===== src/rtl/core/cs2u16_pkg.sv =====
// Shared types and constants for the charset to UTF-16 decoder.
// Depends on nothing; every other file of the decoder imports it.
package cs2u16_pkg;

  localparam int QUEUE_DEPTH = 4;

  localparam logic [2:0] MODE_UTF8    = 3'd0;
  localparam logic [2:0] MODE_LATIN1  = 3'd1;
  localparam logic [2:0] MODE_ASCII   = 3'd2;
  localparam logic [2:0] MODE_U16BE   = 3'd3;
  localparam logic [2:0] MODE_U16LE   = 3'd4;
  localparam logic [2:0] MODE_U16BOM  = 3'd5;

  localparam logic [15:0] REPLACEMENT = 16'hFFFD;

  typedef struct packed {
    logic [7:0] data_byte;
    logic       last_byte;
  } byte_word_t;

  typedef struct packed {
    logic [15:0] code_unit;
    logic        has_unit;
    logic        last_unit;
  } unit_word_t;

  // A decoded byte: some replacement units, then up to two real units.
  typedef struct packed {
    logic [2:0]  reps;
    logic [1:0]  units;
    logic [15:0] unit0;
    logic [15:0] unit1;
    logic        last;
  } cmd_t;

endpackage


===== src/rtl/core/charset_to_utf16_decoder.sv =====
// Top level of the charset to UTF-16 decoder.
// Instantiates cs2u16_front, cs2u16_queue and cs2u16_back; uses cs2u16_pkg.
//
//   channel     signals                          direction  moves
//   byte        byte_valid byte_ready byte_data  in         one raw byte word
//   unit        unit_valid unit_ready unit_data  out        one UTF-16 unit word
//   cfg         cfg_wr_en cfg_wr_data            in         charset mode write
//
// A byte word is accepted in every cycle while the command queue has room.
// The back end sends one unit word per cycle while unit_ready is high, so a byte
// that yields k words holds it until all k are sent; the queue of QUEUE_DEPTH commands absorbs bursts.
// An accepted byte's command is written into the queue, and its unit words leave through the registered output stage.
// Reset and every mode write return the stream state to its start.
// A stall on the unit side fills the queue and then drops byte_ready.
module charset_to_utf16_decoder #(
  parameter int QUEUE_DEPTH = cs2u16_pkg::QUEUE_DEPTH
) (
  input  logic                   clk,
  input  logic                   rst,
  input  logic                   cfg_wr_en,
  input  logic [2:0]             cfg_wr_data,
  input  logic                   byte_valid,
  output logic                   byte_ready,
  input  cs2u16_pkg::byte_word_t byte_data,
  output logic                   unit_valid,
  input  logic                   unit_ready,
  output cs2u16_pkg::unit_word_t unit_data
);
  import cs2u16_pkg::*;

  cmd_t cmd, head;
  logic cmd_push, take, pop, empty, full;

  assign byte_ready = !full;
  assign take       = byte_valid && byte_ready;

  cs2u16_front u_front (
    .clk         (clk),
    .rst         (rst),
    .cfg_wr_en   (cfg_wr_en),
    .cfg_wr_data (cfg_wr_data),
    .in_word     (byte_data),
    .take        (take),
    .cmd         (cmd),
    .cmd_push    (cmd_push)
  );

  cs2u16_queue #(
    .DEPTH (QUEUE_DEPTH)
  ) u_queue (
    .clk      (clk),
    .rst      (rst),
    .push     (cmd_push),
    .push_cmd (cmd),
    .pop      (pop),
    .head     (head),
    .empty    (empty),
    .full     (full)
  );

  cs2u16_back u_back (
    .clk       (clk),
    .rst       (rst),
    .head      (head),
    .empty     (empty),
    .pop       (pop),
    .out_valid (unit_valid),
    .out_ready (unit_ready),
    .out_word  (unit_data)
  );

endmodule


===== src/rtl/core/cs2u16_front.sv =====
// Front end of the decoder: holds the charset register and stream state,
// and turns each accepted byte that yields units or ends a string into one queue command. Depends on cs2u16_pkg.
module cs2u16_front (
  input  logic               clk,
  input  logic               rst,
  input  logic               cfg_wr_en,
  input  logic [2:0]         cfg_wr_data,
  input  cs2u16_pkg::byte_word_t in_word,
  input  logic               take,
  output cs2u16_pkg::cmd_t   cmd,
  output logic               cmd_push
);
  import cs2u16_pkg::*;

  logic [2:0]  mode;
  logic [20:0] acc, acc_next, cp_off;
  logic [2:0]  seq_len, seq_len_next;
  logic [2:0]  gathered, gathered_next;
  logic [7:0]  held, held_next;
  logic        held_valid, held_valid_next;
  logic        at_start, at_start_next;
  logic        le, le_next;
  logic [20:0] least;
  logic [7:0]  b;
  logic        last;
  logic        bom;
  logic [2:0]  reps;
  logic [1:0]  units;
  logic [15:0] u0, u1;

  always_comb begin
    b               = in_word.data_byte;
    last            = in_word.last_byte;
    acc_next        = acc;
    seq_len_next    = seq_len;
    gathered_next   = gathered;
    held_next       = held;
    held_valid_next = held_valid;
    at_start_next   = at_start;
    le_next         = le;
    least           = 21'h80;
    cp_off          = '0;
    bom             = 1'b0;
    reps            = '0;
    units           = '0;
    u0              = '0;
    u1              = '0;
    case (mode)
      MODE_UTF8: begin
        if (seq_len != 3'd0 && b[7:6] == 2'b10) begin
          acc_next      = {acc[14:0], b[5:0]};
          gathered_next = gathered + 3'd1;
          if (gathered_next >= seq_len) begin
            if (seq_len == 3'd2) begin
              least = 21'h80;
            end else if (seq_len == 3'd3) begin
              least = 21'h800;
            end else begin
              least = 21'h10000;
            end
            if (acc_next < least || acc_next > 21'h10FFFF ||
                (acc_next >= 21'hD800 && acc_next <= 21'hDFFF)) begin
              reps = gathered_next;
            end else if (acc_next <= 21'hFFFF) begin
              units = 2'd1;
              u0    = acc_next[15:0];
            end else begin
              cp_off = acc_next - 21'h10000;
              units  = 2'd2;
              u0     = {6'b110110, cp_off[19:10]};
              u1     = {6'b110111, cp_off[9:0]};
            end
            seq_len_next  = '0;
            gathered_next = '0;
            acc_next      = '0;
          end
        end else begin
          if (seq_len != 3'd0) begin
            reps = gathered;
          end
          seq_len_next  = '0;
          gathered_next = '0;
          acc_next      = '0;
          if (b[7] == 1'b0) begin
            units = 2'd1;
            u0    = {8'h00, b};
          end else if (b[7:5] == 3'b110) begin
            acc_next      = {16'h0, b[4:0]};
            seq_len_next  = 3'd2;
            gathered_next = 3'd1;
          end else if (b[7:4] == 4'b1110) begin
            acc_next      = {17'h0, b[3:0]};
            seq_len_next  = 3'd3;
            gathered_next = 3'd1;
          end else if (b[7:3] == 5'b11110) begin
            acc_next      = {18'h0, b[2:0]};
            seq_len_next  = 3'd4;
            gathered_next = 3'd1;
          end else begin
            units = 2'd1;
            u0    = REPLACEMENT;
          end
        end
        if (last && seq_len_next != 3'd0) begin
          reps = reps + gathered_next;
        end
      end
      MODE_ASCII: begin
        units = 2'd1;
        u0    = b[7] ? REPLACEMENT : {8'h00, b};
      end
      MODE_U16BE, MODE_U16LE, MODE_U16BOM: begin
        if (!held_valid) begin
          held_next       = b;
          held_valid_next = 1'b1;
          if (last) begin
            units = 2'd1;
            u0    = REPLACEMENT;
          end
        end else begin
          held_next       = '0;
          held_valid_next = 1'b0;
          at_start_next   = 1'b0;
          if (mode == MODE_U16BOM && at_start) begin
            if (held == 8'hFE && b == 8'hFF) begin
              le_next = 1'b0;
              bom     = 1'b1;
            end else if (held == 8'hFF && b == 8'hFE) begin
              le_next = 1'b1;
              bom     = 1'b1;
            end
          end
          if (!bom) begin
            units = 2'd1;
            if (mode == MODE_U16LE || (mode == MODE_U16BOM && le)) begin
              u0 = {b, held};
            end else begin
              u0 = {held, b};
            end
          end
        end
      end
      default: begin
        units = 2'd1;
        u0    = {8'h00, b};
      end
    endcase
    if (last) begin
      acc_next        = '0;
      seq_len_next    = '0;
      gathered_next   = '0;
      held_next       = '0;
      held_valid_next = 1'b0;
      at_start_next   = 1'b1;
      le_next         = 1'b0;
    end
    cmd.reps  = reps;
    cmd.units = units;
    cmd.unit0 = u0;
    cmd.unit1 = u1;
    cmd.last  = last;
    cmd_push  = take && (reps != 3'd0 || units != 2'd0 || last);
  end

  always_ff @(posedge clk) begin
    if (rst) begin
      mode       <= MODE_LATIN1;
      acc        <= '0;
      seq_len    <= '0;
      gathered   <= '0;
      held       <= '0;
      held_valid <= 1'b0;
      at_start   <= 1'b1;
      le         <= 1'b0;
    end else if (cfg_wr_en) begin
      mode       <= cfg_wr_data;
      acc        <= '0;
      seq_len    <= '0;
      gathered   <= '0;
      held       <= '0;
      held_valid <= 1'b0;
      at_start   <= 1'b1;
      le         <= 1'b0;
    end else if (take) begin
      acc        <= acc_next;
      seq_len    <= seq_len_next;
      gathered   <= gathered_next;
      held       <= held_next;
      held_valid <= held_valid_next;
      at_start   <= at_start_next;
      le         <= le_next;
    end
  end

endmodule


===== src/rtl/core/cs2u16_queue.sv =====
// Command queue between the front and back ends of the decoder.
// Depends on cs2u16_pkg for the command type.
module cs2u16_queue #(
  parameter int DEPTH = cs2u16_pkg::QUEUE_DEPTH
) (
  input  logic             clk,
  input  logic             rst,
  input  logic             push,
  input  cs2u16_pkg::cmd_t push_cmd,
  input  logic             pop,
  output cs2u16_pkg::cmd_t head,
  output logic             empty,
  output logic             full
);
  import cs2u16_pkg::*;

  localparam int PTR_W = (DEPTH > 1) ? $clog2(DEPTH) : 1;
  localparam int CNT_W = $clog2(DEPTH + 1);

  cmd_t             entries [DEPTH];
  logic [PTR_W-1:0] wr_ptr, rd_ptr;
  logic [CNT_W-1:0] count;
  logic             do_push, do_pop;

  assign empty   = (count == '0);
  assign full    = (count == CNT_W'(DEPTH));
  assign do_push = push && !full;
  assign do_pop  = pop && !empty;
  assign head    = entries[rd_ptr];

  always_ff @(posedge clk) begin
    if (do_push) begin
      entries[wr_ptr] <= push_cmd;
    end
  end

  always_ff @(posedge clk) begin
    if (rst) begin
      wr_ptr <= '0;
      rd_ptr <= '0;
      count  <= '0;
    end else begin
      if (do_push) begin
        wr_ptr <= (wr_ptr == PTR_W'(DEPTH - 1)) ? '0 : wr_ptr + PTR_W'(1);
      end
      if (do_pop) begin
        rd_ptr <= (rd_ptr == PTR_W'(DEPTH - 1)) ? '0 : rd_ptr + PTR_W'(1);
      end
      if (do_push && !do_pop) begin
        count <= count + CNT_W'(1);
      end else if (do_pop && !do_push) begin
        count <= count - CNT_W'(1);
      end
    end
  end

endmodule


===== src/rtl/core/cs2u16_back.sv =====
// Back end of the decoder: expands each queued command into output words,
// one per cycle while out_ready is high, through a registered output stage. Depends on cs2u16_pkg.
module cs2u16_back (
  input  logic                   clk,
  input  logic                   rst,
  input  cs2u16_pkg::cmd_t       head,
  input  logic                   empty,
  output logic                   pop,
  output logic                   out_valid,
  input  logic                   out_ready,
  output cs2u16_pkg::unit_word_t out_word
);
  import cs2u16_pkg::*;

  logic [1:0] pos;
  logic [2:0] total, last_pos, idx;
  logic       load, at_end;
  unit_word_t elem;

  always_comb begin
    load     = !out_valid || out_ready;
    total    = head.reps + {1'b0, head.units};
    last_pos = (total == 3'd0) ? 3'd0 : total - 3'd1;
    at_end   = ({1'b0, pos} == last_pos);
    idx      = {1'b0, pos} - head.reps;
    if (total == 3'd0) begin
      elem.code_unit = '0;
      elem.has_unit  = 1'b0;
    end else if ({1'b0, pos} < head.reps) begin
      elem.code_unit = REPLACEMENT;
      elem.has_unit  = 1'b1;
    end else begin
      elem.code_unit = idx[0] ? head.unit1 : head.unit0;
      elem.has_unit  = 1'b1;
    end
    elem.last_unit = head.last && at_end;
    pop            = load && !empty && at_end;
  end

  always_ff @(posedge clk) begin
    if (rst) begin
      out_valid <= 1'b0;
      pos       <= '0;
    end else if (load) begin
      out_valid <= !empty;
      if (!empty) begin
        pos <= at_end ? 2'd0 : pos + 2'd1;
      end
    end
  end

  always_ff @(posedge clk) begin
    if (load && !empty) begin
      out_word <= elem;
    end
  end

endmodule


===== config.mk =====
export PLATFORM = sky130hd
export DESIGN_NAME = charset_to_utf16_decoder
export DESIGN_NICKNAME = d
export VERILOG_FILES = /design/src/rtl/core/cs2u16_pkg.sv /design/src/rtl/core/charset_to_utf16_decoder.sv /design/src/rtl/core/cs2u16_front.sv /design/src/rtl/core/cs2u16_queue.sv /design/src/rtl/core/cs2u16_back.sv
export SDC_FILE = /design/constraint.sdc
export NUM_CORES = 1
export LEC_CHECK = 0
export ABC_AREA = 1
export BUFFER_PORTS_ARGS = -buffer_cell sky130_fd_sc_hd__buf_4
export CAP_MARGIN = 20
export CORE_UTILIZATION = 33
export CTS_CLUSTER_SIZE = 10
export DETAILED_ROUTE_END_ITERATION = 8
export PLACE_DENSITY = 0.55
export SYNTH_ARGS = -nofsm -noshare
export SYNTH_HDL_FRONTEND = slang
export SYNTH_SLANG_ARGS = --single-unit
export TNS_END_PERCENT = 50

===== constraint.sdc =====
create_clock -name clk -period 5.35 [get_ports clk]
set_input_delay 1.07 -clock clk [delete_from_list [all_inputs] [get_ports clk]]
set_output_delay 1.07 -clock clk [all_outputs]
set_load 0.02 [all_outputs]

==> out/results.ini <==
[routing]
viasPerCell = 5.15
ant_nets = 0
dr.first_iter.drc_count = 599
dr.pass1.iters = 5
wire_per_inst_microns = 17.5
dr_total_vias = 7500
drc = 0
routed_wirelength_microns = 25600

[timing]
finalMaxSlewViolations = 0
rsz0062_at_grt = false
fmax_mhz = 209
maxSlewHeadroom_pct = 36.2
setup_violations = 0
holdWs_ns = 0.508
setup-tns-final_ns = 0
hold_violations = 0
setup_ws_ns = 0.571
worst_pin_slew_ns = 0.956
skew_ns = 0.0170
min_period_over_period_pct = 89.3
period_needed_ns = 4.78

[worst_setup_path]
crit_family = adder cells
critPathKind = flop to flop
r2r_cells = 26
crit_arrival_ns = 5.11
endpoint = u_queue.count[2]$_SDFFE_PP0P_
worstReg2RegEnd = u_queue.count[2]$_SDFFE_PP0P_
cp_slowest_cell = fa_1
cp-end-kind = flop
path_depth = 26
crit_top_cell = ha_1
required_ns = 5.68
path_buf_inv = 2
worstPathMaxFanout = 10
timing.rr.start = u_front.gathered[0]$_SDFFE_PP0P_
critPathMaxStageDelay_ns = 0.44
rrSetupSlack_ns = 0.57
critPathLaunch = u_front.gathered[0]$_SDFFE_PP0P_
start_kind = flop

[finish]
final_cell_mix = nand2_1 (210), edfxtp_1 (150), nor2_1 (109)
fillers = 2845
seq_area_sq_mm = 0.00545
fin_nets = 1099
multi_input_area_sq_mm = 0.00364
drive_gt1_share_pct = 12.6
fin_util_pct = 38.4
fin_area_sq_mm = 0.0110
synthToLayoutAreaGrowth_pct = 14.7
mostFrequentLayoutCell = nand2_1

[placement]
place_ws_ns = 0.531
hpwl_microns = 17500
placed_cell_area_sq_mm = 0.0104
io_buffer_count = 36
gp_congestion = 0.965

[clocking]
cts_hold_buffers = 0
cts_tree = yes
clock_sinks = 197
cts_root_buffer = clkbuf_16
cts.repair.resized = 0
post_cts_buffers = 0
clk-insertion-delay-late_ns = 0.45
ctsHtreeMaxLevel = 4
clockBufferDepth = 2
cts.clk_slew.worst_paths_ns = 0.08
cts-buffers-inserted = 17

[floorplanning]
rows = 62
die_area_sq_mm = 0.0297
core_sq_mm = 0.0286
die_y_microns = 172
ios = 37
initial_utilization_pct = 33.5
die_w_microns = 172

[synthesis]
yosys_warnings = 0
ys_seq_area_share_pct = 56.9
synth_top_flop_cell = edfxtp_1
synth-seq-cells = 197
syn_area_sq_mm = 0.00958
synthArstFlopShare_pct = 0
syn_inst = 1029
synth_cell_types = 48
synth_edf_count = 150
avgSynthCellArea_sq_um = 9.31
synth_fp_nets = 1069

[global_route]
grt_pass1_vias = 7082
antenna_found_initial = 0
grt_max_degree = 68
grt_first_pass_wirelength_microns = 40000
grt_use_total_pct = 18.2
gr-total-overflow = 0

[pwr]
vdd_ir_drop_max_uv = 185
leakagePower_nw = 4.12
powerDensity_mw_per_mm2 = 409

[hold_path]
min_path_type = flop to flop
hp-start = u_front.at_start$_SDFFE_PP1P_

[flow_run]
drv_cap = 0

[status]
outcome = finished clean

[through the flow]
stage               std cells  power [W]
floorplan                1029    0.00279
global placement         1424    0.00323
detailed placement       1424    0.00323
CTS                      1456    0.00454
global route             1456    0.00477
finish                   1457    0.00450
[registers in the layout, summed over array words and instances, names as in the netlist, 2 cells and up, named ones only]
register,flops
u_front.held,8
u_back.pos,2
u_front.mode,3
u_front.gathered,3
u_back.out_word,18
u_queue.wr_ptr,2
u_queue.count,3
u_front.seq_len,3
u_front.acc,15
u_queue.rd_ptr,2
u_queue.entries,132
[kinds of logic after synthesis]
logic type / synth area share, %
AND/OR/NAND/NOR: 18.7
AO/OA/AOI/OAI: 15.0
flip-flops: 56.9
buffers and inverters: 5.56
adder cells (fa/ha/maj): 3.24
XOR/XNOR: 0.640
[worst register-to-register path: stages, from the launching register on]
cell	delay (ns)
dfxtp_1	0.38
ha_1	0.23
xnor2_1	0.18
inv_1	0.11
ha_1	0.32
a21oi_1	0.13
nand3_1	0.23
nand2_2	0.29
nor2_1	0.07
nand2_1	0.09
nand2_1	0.06
ha_1	0.21
fa_1	0.40
xnor2_1	0.17
nand3_1	0.12
nand3_1	0.10
nand2_2	0.06
nor2_4	0.16
nor2_2	0.08
nor2_4	0.13
ha_1	0.16
inv_1	0.07
fa_1	0.44
a21oi_1	0.15
o21ai_0	0.11
o21ai_0	0.16
a21oi_1	0.06
[cell usage after synthesis, types with 2 or more instances]
cell	number	area, sq um
buf_1	3	11.3
a221oi_1	19	166
fa_1	3	60.1
a31oi_1	2	12.5
o2111ai_1	4	35.0
a32oi_1	3	26.3
nor2_2	6	37.5
nand3_1	40	200
clkbuf_1	36	135
inv_2	11	41.3
o31a_1	9	78.8
inv_1	84	315
nor3_1	11	55.1
o211ai_1	3	22.5
o21ai_1	3	15.0
nand4_1	9	56.3
a211oi_1	3	22.5
a21oi_1	95	475
edfxtp_1	150	4500
nor2_4	4	45.0
o22ai_1	11	68.8
nand2_2	10	62.6
nand2_4	2	22.5
nand2_1	210	788
buf_2	3	15.0
ha_1	20	250
nor2_1	113	424
xor2_1	5	43.8
xnor2_1	2	17.5
clkinv_1	4	15.0
dfxtp_1	47	941
o21ai_0	88	440
[worst min-delay path by stage]
| stage | to | depth (start not counted) |
|---|---|---|
| 2_1_floorplan | u_queue.count[2]$_SDFFE_PP0P_ | 2 |
| 3_3_place_gp | u_front.acc[11]$_SDFFE_PP0P_ | 2 |
| 3_5_place_dp | u_front.gathered[1]$_SDFFE_PP0P_ | 2 |
| 4_1_cts | u_front.gathered[1]$_SDFFE_PP0P_ | 2 |
| 5_1_grt | u_front.gathered[1]$_SDFFE_PP0P_ | 2 |
| 6_report | u_front.at_start$_SDFFE_PP1P_ | 2 |
[area by class of cell]
cell class | instances | share of cell area [%]
inverters | 99 | 3.38
well taps | 384 | 4.37
clock buffers | 17 | 3.87
clock inverters | 15 | 1.73
multi-input cells | 691 | 33.2
flip-flops and latches | 197 | 49.6
repair buffers | 53 | 3.85
diodes | 1 | 0.0228
[power by group]
group          internal [W]  switching (W)
clock              0.000641       0.000665
sequential          0.00191      0.0000612
combinational      0.000406       0.000810
[metal layers]
layer,GRT usage (%),vias to the layer above,share of wire [%]
met5,0,-,0
met4,5.77,0,1.6
met3,2.91,31,4.8
met2,29.5,206,48
met1,24.7,3635,46
li1,-,3628,-
No activity file was read; power rests on OpenSTA's default activity.
